==> src/design/array_list_table_engine_defines.svh <==
// Assertion macros for the ordered list engine.
// Used by the top level; expects clk_i and rst_ni in scope.
`ifndef ARRAY_LIST_TABLE_ENGINE_DEFINES_SVH
`define ARRAY_LIST_TABLE_ENGINE_DEFINES_SVH

// Property that must hold at every clock edge outside reset.
`define ALTE_ASSERT(lbl, prop, msg) \
  lbl: assert property (@(posedge clk_i) disable iff (!rst_ni) prop) else $error(msg);

// Property that must hold in the cycle after a trigger.
`define ALTE_ASSERT_NEXT(lbl, trig, prop, msg) \
  lbl: assert property (@(posedge clk_i) disable iff (!rst_ni) (trig) |=> (prop)) else $error(msg);

`endif

==> src/design/alte_pkg.sv <==
// Shared types and constants for the ordered list engine.
// No dependencies; imported by the sequencer, the top level and the testbench.
`timescale 1ns / 1ps
`default_nettype none

package alte_pkg;

  // Default store geometry.
  localparam int CAPACITY_DEF    = 64;
  localparam int VALUE_WIDTH_DEF = 32;

  // Request kinds. Code 7 has no meaning and is handled as a no-op.
  typedef enum logic [2:0] {
    OP_APPEND         = 3'd0,
    OP_INSERT         = 3'd1,
    OP_RM_LAST        = 3'd2,
    OP_RM_FIRST_MATCH = 3'd3,
    OP_RM_LAST_MATCH  = 3'd4,
    OP_CLEAR          = 3'd5,
    OP_SEARCH         = 3'd6
  } op_e;

  // Result status codes.
  typedef enum logic [2:0] {
    STAT_OK        = 3'd0,
    STAT_NOT_FOUND = 3'd1,
    STAT_EMPTY     = 3'd2,
    STAT_FULL      = 3'd3,
    STAT_BAD_POS   = 3'd4
  } status_e;

  // Sequencer states.
  typedef enum logic [2:0] {
    S_IDLE,
    S_SCAN,
    S_SHDN,
    S_SHUP,
    S_RDLAST,
    S_DONE
  } state_e;

  // One request as it arrives.
  typedef struct packed {
    op_e                req_type;
    logic signed [31:0] item_value;
    logic [6:0]         position;
  } req_t;

  // One result as it leaves.
  typedef struct packed {
    status_e            status;
    logic [5:0]         found_position;
    logic signed [31:0] removed_value;
    logic [6:0]         entry_count;
  } rsp_t;

endpackage

`default_nettype wire

==> src/design/alte_ram.sv <==
// Generic simple dual-port RAM: one write port, one registered read port.
// Depends on nothing; width and depth are parameters.
`timescale 1ns / 1ps
`default_nettype none

module alte_ram #(
  parameter int WIDTH = 32,
  parameter int DEPTH = 64,
  localparam int AW   = (DEPTH > 1) ? $clog2(DEPTH) : 1
) (
  input  wire logic             clk_i,
  input  wire logic             we_i,
  input  wire logic [AW-1:0]    waddr_i,
  input  wire logic [WIDTH-1:0] wdata_i,
  input  wire logic             re_i,
  input  wire logic [AW-1:0]    raddr_i,
  output logic      [WIDTH-1:0] rdata_o
);

  logic [WIDTH-1:0] mem_q [DEPTH];
  logic [WIDTH-1:0] rdata_q;

  // Write and registered read.
  always_ff @(posedge clk_i) begin
    if (we_i) begin
      mem_q[waddr_i] <= wdata_i;
    end
    if (re_i) begin
      rdata_q <= mem_q[raddr_i];
    end
  end

  assign rdata_o = rdata_q;

endmodule

`default_nettype wire

==> src/design/alte_seq.sv <==
// Request sequencer: decodes a request, walks the entry store through the
// RAM ports (scan, shift up, shift down) and builds the result. Uses alte_pkg.
`timescale 1ns / 1ps
`default_nettype none

module alte_seq
  import alte_pkg::*;
#(
  parameter int CAPACITY    = CAPACITY_DEF,
  parameter int VALUE_WIDTH = VALUE_WIDTH_DEF,
  localparam int AW         = (CAPACITY > 1) ? $clog2(CAPACITY) : 1,
  localparam int CW         = $clog2(CAPACITY + 1)
) (
  input  wire logic                   clk_i,
  input  wire logic                   rst_ni,
  input  wire logic                   in_valid_i,
  output logic                        in_ready_o,
  input  wire req_t                   in_data_i,
  input  wire logic                   slot_free_i,
  output logic                        rsp_valid_o,
  output rsp_t                        rsp_data_o,
  output logic                        mem_we_o,
  output logic      [AW-1:0]          mem_waddr_o,
  output logic      [VALUE_WIDTH-1:0] mem_wdata_o,
  output logic                        mem_re_o,
  output logic      [AW-1:0]          mem_raddr_o,
  input  wire logic [VALUE_WIDTH-1:0] mem_rdata_i
);

  localparam int CMPW = (CW > 7) ? CW : 7;

  // Control state.
  state_e  state_q, state_d;
  logic [CW-1:0] count_q, count_d;
  logic          pend_q, pend_d;
  logic          hit_vld_q, hit_vld_d;

  // Per-request working registers.
  op_e                    op_q, op_d;
  logic [VALUE_WIDTH-1:0] val_q, val_d;
  logic [CW-1:0]          pos_q, pos_d;
  logic [CW-1:0]          idx_q, idx_d;
  logic [AW-1:0]          pend_idx_q, pend_idx_d;
  logic [AW-1:0]          hit_q, hit_d;
  status_e                stat_q, stat_d;
  logic [AW-1:0]          fpos_q, fpos_d;
  logic [VALUE_WIDTH-1:0] rem_q, rem_d;

  // Shared decode terms.
  logic                   count_zero;
  logic                   is_full;
  logic                   pos_bad;
  logic [CW-1:0]          last_cnt;
  logic [CW-1:0]          idx_m1;
  logic                   idx_lt;
  logic                   shup_more;
  logic                   rd_match;
  logic                   pend_last;
  logic                   scan_first;
  logic                   scan_stop_first;
  logic                   scan_hit_any;
  logic [AW-1:0]          last_hit;
  logic [VALUE_WIDTH-1:0] in_val;

  assign in_val          = VALUE_WIDTH'(in_data_i.item_value);
  assign count_zero      = (count_q == '0);
  assign is_full         = (count_q == CW'(CAPACITY));
  assign pos_bad         = (CMPW'(in_data_i.position) > CMPW'(count_q));
  assign last_cnt        = count_q - CW'(1);
  assign idx_m1          = idx_q - CW'(1);
  assign idx_lt          = (idx_q < count_q);
  assign shup_more       = (idx_q > pos_q);
  assign rd_match        = pend_q && (mem_rdata_i == val_q);
  assign pend_last       = pend_q && (CW'(pend_idx_q) == last_cnt);
  assign scan_first      = (op_q == OP_SEARCH) || (op_q == OP_RM_FIRST_MATCH);
  assign scan_stop_first = scan_first && rd_match;
  assign scan_hit_any    = rd_match || hit_vld_q;
  assign last_hit        = rd_match ? pend_idx_q : hit_q;

  // Next-state logic.
  always_comb begin
    state_d = state_q;
    unique case (state_q)
      S_IDLE: begin
        if (in_valid_i) begin
          unique case (in_data_i.req_type) inside
            OP_APPEND, OP_INSERT: begin
              if ((in_data_i.req_type == OP_INSERT) && pos_bad) begin
                state_d = S_DONE;
              end else if (is_full) begin
                state_d = S_DONE;
              end else begin
                state_d = S_SHUP;
              end
            end
            OP_RM_LAST: begin
              state_d = count_zero ? S_DONE : S_RDLAST;
            end
            OP_RM_FIRST_MATCH, OP_RM_LAST_MATCH, OP_SEARCH: begin
              state_d = count_zero ? S_DONE : S_SCAN;
            end
            default: begin
              state_d = S_DONE;
            end
          endcase
        end
      end
      S_SCAN: begin
        if (scan_stop_first) begin
          state_d = (op_q == OP_SEARCH) ? S_DONE : S_SHDN;
        end else if (pend_last) begin
          state_d = ((op_q == OP_RM_LAST_MATCH) && scan_hit_any) ? S_SHDN : S_DONE;
        end
      end
      S_SHDN: begin
        if (!idx_lt && !pend_q) begin
          state_d = S_DONE;
        end
      end
      S_SHUP: begin
        if (!pend_q && !shup_more) begin
          state_d = S_DONE;
        end
      end
      S_RDLAST: begin
        state_d = S_DONE;
      end
      S_DONE: begin
        if (slot_free_i) begin
          state_d = S_IDLE;
        end
      end
      default: begin
        state_d = S_IDLE;
      end
    endcase
  end

  // Datapath and memory control for each state.
  always_comb begin
    count_d     = count_q;
    pend_d      = 1'b0;
    hit_vld_d   = hit_vld_q;
    op_d        = op_q;
    val_d       = val_q;
    pos_d       = pos_q;
    idx_d       = idx_q;
    pend_idx_d  = pend_idx_q;
    hit_d       = hit_q;
    stat_d      = stat_q;
    fpos_d      = fpos_q;
    rem_d       = rem_q;
    mem_we_o    = 1'b0;
    mem_waddr_o = '0;
    mem_wdata_o = '0;
    mem_re_o    = 1'b0;
    mem_raddr_o = '0;

    unique case (state_q)
      S_IDLE: begin
        if (in_valid_i) begin
          op_d      = in_data_i.req_type;
          val_d     = in_val;
          idx_d     = '0;
          hit_vld_d = 1'b0;
          stat_d    = STAT_OK;
          fpos_d    = '0;
          rem_d     = '0;
          unique case (in_data_i.req_type) inside
            OP_APPEND, OP_INSERT: begin
              pos_d = (in_data_i.req_type == OP_APPEND) ? count_q
                                                         : CW'(in_data_i.position);
              idx_d = count_q;
              if ((in_data_i.req_type == OP_INSERT) && pos_bad) begin
                stat_d = STAT_BAD_POS;
              end else if (is_full) begin
                stat_d = STAT_FULL;
              end
            end
            OP_RM_LAST: begin
              if (count_zero) begin
                stat_d = STAT_EMPTY;
              end else begin
                mem_re_o    = 1'b1;
                mem_raddr_o = last_cnt[AW-1:0];
                fpos_d      = last_cnt[AW-1:0];
              end
            end
            OP_RM_FIRST_MATCH, OP_RM_LAST_MATCH: begin
              if (count_zero) begin
                stat_d = STAT_EMPTY;
              end
            end
            OP_SEARCH: begin
              if (count_zero) begin
                stat_d = STAT_NOT_FOUND;
              end
            end
            OP_CLEAR: begin
              count_d = '0;
            end
            default: begin
            end
          endcase
        end
      end

      // Read entries in order and compare each against the request value.
      S_SCAN: begin
        if (idx_lt) begin
          mem_re_o    = 1'b1;
          mem_raddr_o = idx_q[AW-1:0];
          pend_d      = 1'b1;
          pend_idx_d  = idx_q[AW-1:0];
          idx_d       = idx_q + CW'(1);
        end
        if (rd_match && (op_q == OP_RM_LAST_MATCH)) begin
          hit_d     = pend_idx_q;
          hit_vld_d = 1'b1;
        end
        if (scan_stop_first) begin
          fpos_d = pend_idx_q;
          pend_d = 1'b0;
          idx_d  = CW'(pend_idx_q) + CW'(1);
          if (op_q == OP_RM_FIRST_MATCH) begin
            rem_d = val_q;
          end
        end else if (pend_last) begin
          if ((op_q == OP_RM_LAST_MATCH) && scan_hit_any) begin
            fpos_d = last_hit;
            idx_d  = CW'(last_hit) + CW'(1);
            rem_d  = val_q;
            pend_d = 1'b0;
          end else begin
            stat_d = STAT_NOT_FOUND;
          end
        end
      end

      // Move every entry above the removed one down by one place.
      S_SHDN: begin
        if (idx_lt) begin
          mem_re_o    = 1'b1;
          mem_raddr_o = idx_q[AW-1:0];
          pend_d      = 1'b1;
          pend_idx_d  = idx_q[AW-1:0];
          idx_d       = idx_q + CW'(1);
        end
        if (pend_q) begin
          mem_we_o    = 1'b1;
          mem_waddr_o = pend_idx_q - AW'(1);
          mem_wdata_o = mem_rdata_i;
        end
        if (!idx_lt && !pend_q) begin
          count_d = count_q - CW'(1);
        end
      end

      // Move entries from the top down to the insert point up by one place,
      // then write the new value into the freed slot.
      S_SHUP: begin
        if (pend_q) begin
          mem_we_o    = 1'b1;
          mem_waddr_o = pend_idx_q + AW'(1);
          mem_wdata_o = mem_rdata_i;
        end
        if (shup_more) begin
          mem_re_o    = 1'b1;
          mem_raddr_o = idx_m1[AW-1:0];
          pend_d      = 1'b1;
          pend_idx_d  = idx_m1[AW-1:0];
          idx_d       = idx_m1;
        end else if (!pend_q) begin
          mem_we_o    = 1'b1;
          mem_waddr_o = pos_q[AW-1:0];
          mem_wdata_o = val_q;
          count_d     = count_q + CW'(1);
        end
      end

      // The last entry arrives from the read issued at acceptance.
      S_RDLAST: begin
        rem_d   = mem_rdata_i;
        count_d = count_q - CW'(1);
      end

      S_DONE: begin
      end

      default: begin
      end
    endcase
  end

  // Control registers.
  always_ff @(posedge clk_i or negedge rst_ni) begin
    if (!rst_ni) begin
      state_q   <= S_IDLE;
      count_q   <= '0;
      pend_q    <= 1'b0;
      hit_vld_q <= 1'b0;
    end else begin
      state_q   <= state_d;
      count_q   <= count_d;
      pend_q    <= pend_d;
      hit_vld_q <= hit_vld_d;
    end
  end

  // Working registers, no reset needed.
  always_ff @(posedge clk_i) begin
    op_q       <= op_d;
    val_q      <= val_d;
    pos_q      <= pos_d;
    idx_q      <= idx_d;
    pend_idx_q <= pend_idx_d;
    hit_q      <= hit_d;
    stat_q     <= stat_d;
    fpos_q     <= fpos_d;
    rem_q      <= rem_d;
  end

  // Handshake and result.
  assign in_ready_o                = (state_q == S_IDLE);
  assign rsp_valid_o               = (state_q == S_DONE) && slot_free_i;
  assign rsp_data_o.status         = stat_q;
  assign rsp_data_o.found_position = 6'(fpos_q);
  assign rsp_data_o.removed_value  = 32'(signed'(rem_q));
  assign rsp_data_o.entry_count    = 7'(count_q);

endmodule

`default_nettype wire

==> src/design/array_list_table_engine.sv <==
// Ordered list engine. A request is accepted in the idle cycle; scans and shifts
// take one stored entry per cycle through the RAM's single read and write port.
// Clear, rejected requests and the unused code go straight to the result;
// remove-last reads the last entry, a scan reads entries in order, an insert
// shifts the entries from its position up, and a match removal shifts those
// above the removed one down. Throughput: one request at a time, the next is
// accepted in the cycle the previous result becomes valid.
// Reset empties the list at once; stored words stay undefined until written.
`timescale 1ns / 1ps
`default_nettype none
`include "array_list_table_engine_defines.svh"

module array_list_table_engine
  import alte_pkg::*;
#(
  parameter int CAPACITY    = CAPACITY_DEF,
  parameter int VALUE_WIDTH = VALUE_WIDTH_DEF
) (
  input  wire logic clk_i,
  input  wire logic rst_ni,
  input  wire logic in_valid_i,
  output logic      in_ready_o,
  input  wire req_t in_data_i,
  output logic      out_valid_o,
  input  wire logic out_ready_i,
  output rsp_t      out_data_o
);

  localparam int AW = (CAPACITY > 1) ? $clog2(CAPACITY) : 1;

  logic                   mem_we;
  logic [AW-1:0]          mem_waddr;
  logic [VALUE_WIDTH-1:0] mem_wdata;
  logic                   mem_re;
  logic [AW-1:0]          mem_raddr;
  logic [VALUE_WIDTH-1:0] mem_rdata;

  logic slot_free;
  logic rsp_valid;
  rsp_t rsp_data;

  logic out_valid_q, out_valid_d;
  rsp_t out_data_q, out_data_d;

  // Entry store.
  alte_ram #(
    .WIDTH (VALUE_WIDTH),
    .DEPTH (CAPACITY)
  ) u_ram (
    .clk_i   (clk_i),
    .we_i    (mem_we),
    .waddr_i (mem_waddr),
    .wdata_i (mem_wdata),
    .re_i    (mem_re),
    .raddr_i (mem_raddr),
    .rdata_o (mem_rdata)
  );

  // Request sequencer.
  alte_seq #(
    .CAPACITY    (CAPACITY),
    .VALUE_WIDTH (VALUE_WIDTH)
  ) u_seq (
    .clk_i       (clk_i),
    .rst_ni      (rst_ni),
    .in_valid_i  (in_valid_i),
    .in_ready_o  (in_ready_o),
    .in_data_i   (in_data_i),
    .slot_free_i (slot_free),
    .rsp_valid_o (rsp_valid),
    .rsp_data_o  (rsp_data),
    .mem_we_o    (mem_we),
    .mem_waddr_o (mem_waddr),
    .mem_wdata_o (mem_wdata),
    .mem_re_o    (mem_re),
    .mem_raddr_o (mem_raddr),
    .mem_rdata_i (mem_rdata)
  );

  // Output register: takes a new result when empty or draining this cycle.
  assign slot_free = !out_valid_q || out_ready_i;

  always_comb begin
    out_valid_d = out_valid_q;
    out_data_d  = out_data_q;
    if (rsp_valid) begin
      out_valid_d = 1'b1;
      out_data_d  = rsp_data;
    end else if (out_ready_i) begin
      out_valid_d = 1'b0;
    end
  end

  always_ff @(posedge clk_i or negedge rst_ni) begin
    if (!rst_ni) begin
      out_valid_q <= 1'b0;
    end else begin
      out_valid_q <= out_valid_d;
    end
  end

  always_ff @(posedge clk_i) begin
    out_data_q <= out_data_d;
  end

  assign out_valid_o = out_valid_q;
  assign out_data_o  = out_data_q;

  // Checks on the sequencer and store traffic.
  `ALTE_ASSERT_NEXT(a_busy_after_accept, in_valid_i && in_ready_o, !in_ready_o, "ready did not drop after a transfer")
  `ALTE_ASSERT(a_no_write_idle, mem_we |-> !in_ready_o, "store written while idle")
  `ALTE_ASSERT(a_no_rw_collide, (mem_we && mem_re) |-> (mem_waddr != mem_raddr), "read and write hit one entry")
  `ALTE_ASSERT(a_full_count, (out_valid_o && (out_data_o.status == STAT_FULL)) |-> (out_data_o.entry_count == 7'(CAPACITY)), "full status with a list that is not full")

endmodule

`default_nettype wire

==> config.mk <==
export PLATFORM = sky130hd
export DESIGN_NAME = array_list_table_engine
export DESIGN_NICKNAME = d
export VERILOG_FILES = /design/src/design/alte_pkg.sv /design/src/design/alte_ram.sv /design/src/design/alte_seq.sv /design/src/design/array_list_table_engine.sv
export VERILOG_INCLUDE_DIRS = /design/src /design/src/design
export SDC_FILE = /design/constraint.sdc
export NUM_CORES = 2
export LEC_CHECK = 0
export BUFFER_PORTS_ARGS = -buffer_cell sky130_fd_sc_hd__buf_2
export CORE_MARGIN = 8
export CORE_UTILIZATION = 36
export CTS_CLUSTER_SIZE = 40
export DETAILED_ROUTE_END_ITERATION = 8
export GPL_TIMING_DRIVEN = 1
export SYNTH_ARGS = -nofsm -noshare
export SYNTH_HDL_FRONTEND = slang
export SYNTH_SLANG_ARGS = --single-unit
==> constraint.sdc <==
create_clock -name clk_i -period 10.9 [get_ports clk_i]
set_input_delay 1.09 -clock clk_i [delete_from_list [all_inputs] [get_ports clk_i]]
set_output_delay 1.09 -clock clk_i [all_outputs]
set_load 0.02 [all_outputs]
==> out/metrics.yaml <==
finalSetupViolCount: 0
synth_warnings: 0
ir_drop_uv: 179
synth_top_family_by_area: "simple AND/OR/NAND/NOR gates"
cts_resized: 0
port_buffers: 95
area_growth_pct: 13.1
first_global_vias: 54800
synth-adder-area-share_pct: 0.415
hpwlAfterDp_mm: 161
fp.coreArea_mm2: 0.251
fin_nets: 6762
synthFlopType: "edfxtp_1"
maxCapViolCount: 0
overflow: 0
synth-xor-area-share_pct: 0.689
cp_max_fo: 113
outcome: "complete, no violations"
clock.fmax_mhz: 155
fin_area_mm2: 0.102
power_mw: 25.2
worst_setup_path_start_kind: "flip-flop"
synthMuxAreaShare_pct: 0.743
clock_skew_ns: 0.0696
finalCritPeriodShare_pct: 59.3
drc: 0
antenna_found_initial: 15
drt_pass1_iterations: 8
r2r_cells: 15
rrSetupSlack_ns: 4.44
clock_latency_ns: 0.89
cts-buffers-inserted: 218
cts_tree: "done"
layout_common_cells: "edfxtp_1 (2230), nand2_1 (1424), nand3_1 (502)"
syn_area_mm2: 0.0905
num_rows: 184
tns_ns: 0
grt_pass1_wl_mm: 410
yosysSeqAreaShare_pct: 74.4
io_pins: 96
pre_cts_ws_ns: 4.46
initial_utilization_pct: 36.1
post_dp_cell_area_mm2: 0.0955
clk_path_buf_depth: 3
final_antenna_net_count: 0
avgViaCountPerCell: 5.82
wire_per_inst_um: 28.5
final_common_cell: "edfxtp_1"
powerDensity_mw_per_mm2: 247
cts-root-buf: "clkbuf_16"
postCtsSetupBuffers: 0
slew_violations: 0
rr_endpoint: "u_ram.rdata_o[2]$_DFFE_PP_"
yosysUniqueCellTypes: 81
routed_wl_mm: 291
drive_gt1_share_pct: 10.6
leakage_nw: 32.1
cts_hold_buf: 0
clk_pin_slew_ns: 0.07
grt_use_total_pct: 20.9
first_iter_violations: 9354
setup_ws_ns: 4.44
gp_congestion: 0.922
dieArea_mm2: 0.268
rsz0062_at_grt: "no"
final_hold_viol_count: 0
die_w_um: 517
die_y_um: 517
synth_compound_area_share_pct: 8.54
yosys.area_share.simple_pct: 12.9
postSynthCellCount: 6640
async_flop_share_pct: 0.580
tightestPinTransition_ns: 1.48
path_class: "flip-flop to flip-flop"
syn_nets: 6716
crit_required_ns: 11.65
worstPathArrival_ns: 7.21
fin_util_pct: 40.8
syn_area_per_cell_um2: 13.6
rr_startpoint: "u_seq.count_q[6]$_DFFE_PN0P_"
post-route-min-period_ns: 6.46
synth-seq-cells: 2243
vias: 59400
relSlewSlack_pct: 1.46
critPathCaptureType: "flip-flop"
cts.sinks: 2243
grt_max_degree: 166
hold_class: "primary input to async pin"
synth_edf_count: 2230
cts_htree_levels: 4
logic make-up after synthesis:
kind of cell | after synthesis
AND/OR/NAND/NOR | 2579
flip-flops | 2243
AO/OA/AOI/OAI | 1176
buffers and inverters | 489
XOR/XNOR | 68
multiplexers | 55
adder cells (fa/ha/maj) | 30
state kept, by name, summed over array words and instances, names as in the netlist, 7 cells and up:
signal,cells
u_ram.mem_q,2048
out_data_o,48
u_ram.rdata_o,32
u_seq.rem_q,32
u_seq.val_q,32
u_seq.count_q,7
u_seq.idx_q,7
u_seq.pos_q,7
how the worst max path moves through the flow:
stage               slack [ns]                         start                          to
floorplan                 6.38  u_seq.count_q[0]$_DFFE_PN0P_   u_seq.fpos_q[0]$_DFFE_PP_
global placement          3.80                    in_valid_i  u_ram.rdata_o[7]$_DFFE_PP_
detailed placement        4.46                    in_valid_i  u_ram.rdata_o[2]$_DFFE_PP_
CTS                       4.64  u_seq.count_q[6]$_DFFE_PN0P_  u_ram.rdata_o[2]$_DFFE_PP_
global route              4.14  u_seq.count_q[6]$_DFFE_PN0P_  u_ram.rdata_o[2]$_DFFE_PP_
finish                    4.44  u_seq.count_q[6]$_DFFE_PN0P_  u_ram.rdata_o[2]$_DFFE_PP_
worst max-delay path, cell delays in order (launching register included):
cell and delay [ns]:
dfrtp_1 0.55, inv_1 0.26, ha_1 0.38, nand4_1 0.24, o21a_1 0.34, ha_1 0.22, a22oi_2 0.32, buf_4 0.46
and2_4 0.65, buf_12 0.44, buf_4 0.58, nand2_1 0.13, a31oi_1 0.22, o22ai_1 0.16, nor4_2 0.88, and4_1 0.29
through the flow:
stage               cells  hold WS [ns]
finish              10200         0.169
global route        10200         0.156
CTS                 10200         0.118
detailed placement   9814         0.405
global placement     9812         0.402
floorplan            6640         0.400
cell type report:
cell class | count | area, um2
diodes | 2 | 5.00
inverters | 34 | 128
repair buffers | 281 | 2100
clock inverters | 121 | 1060
clock buffers | 279 | 5730
fillers | 22700 | 148000
multi-input cells | 3908 | 21800
well taps | 3348 | 4190
flip-flops and latches | 2243 | 67300
cell usage after synthesis, types with 20 or more instances:
library cell	n	share of area (%)
edfxtp_1	2230	74
inv_1	34	0.14
nor4_1	64	0.44
ha_1	30	0.41
nand3_1	504	2.8
nand2_1	1428	5.9
xnor2_1	49	0.47
nor2_1	139	0.58
and4_1	23	0.22
o22ai_1	78	0.54
nand4_1	23	0.16
a211oi_1	289	2.4
a22o_1	72	0.70
o21ai_0	102	0.56
mux2i_1	39	0.43
a31oi_1	177	1.2
nor3_1	39	0.22
a21oi_1	302	1.7
clkbuf_1	238	0.99
buf_1	51	0.21
buf_2	154	0.85
o32ai_1	20	0.19
and3_1	299	2.1
layer usage:
| layer | track usage [%] | vias to the layer above | wire [um] |
|---|---|---|---|
| met4 | 6.66 | 4 | 9690 |
| li1 | - | 25300 | - |
| met5 | 0 | - | 27 |
| met1 | 29.6 | 29900 | 116000 |
| met3 | 4.64 | 524 | 34900 |
| met2 | 32.3 | 3731 | 130000 |
where the power goes:
group	switching (mW)	total (mW)	internal [mW]
Sequential	0.399	10.3	9.93
Clock	3.26	7.26	4.00
Combinational	5.40	7.65	2.25
Total	9.06	25.2	16.2
Note: power is estimated with default switching activity, not from simulation.
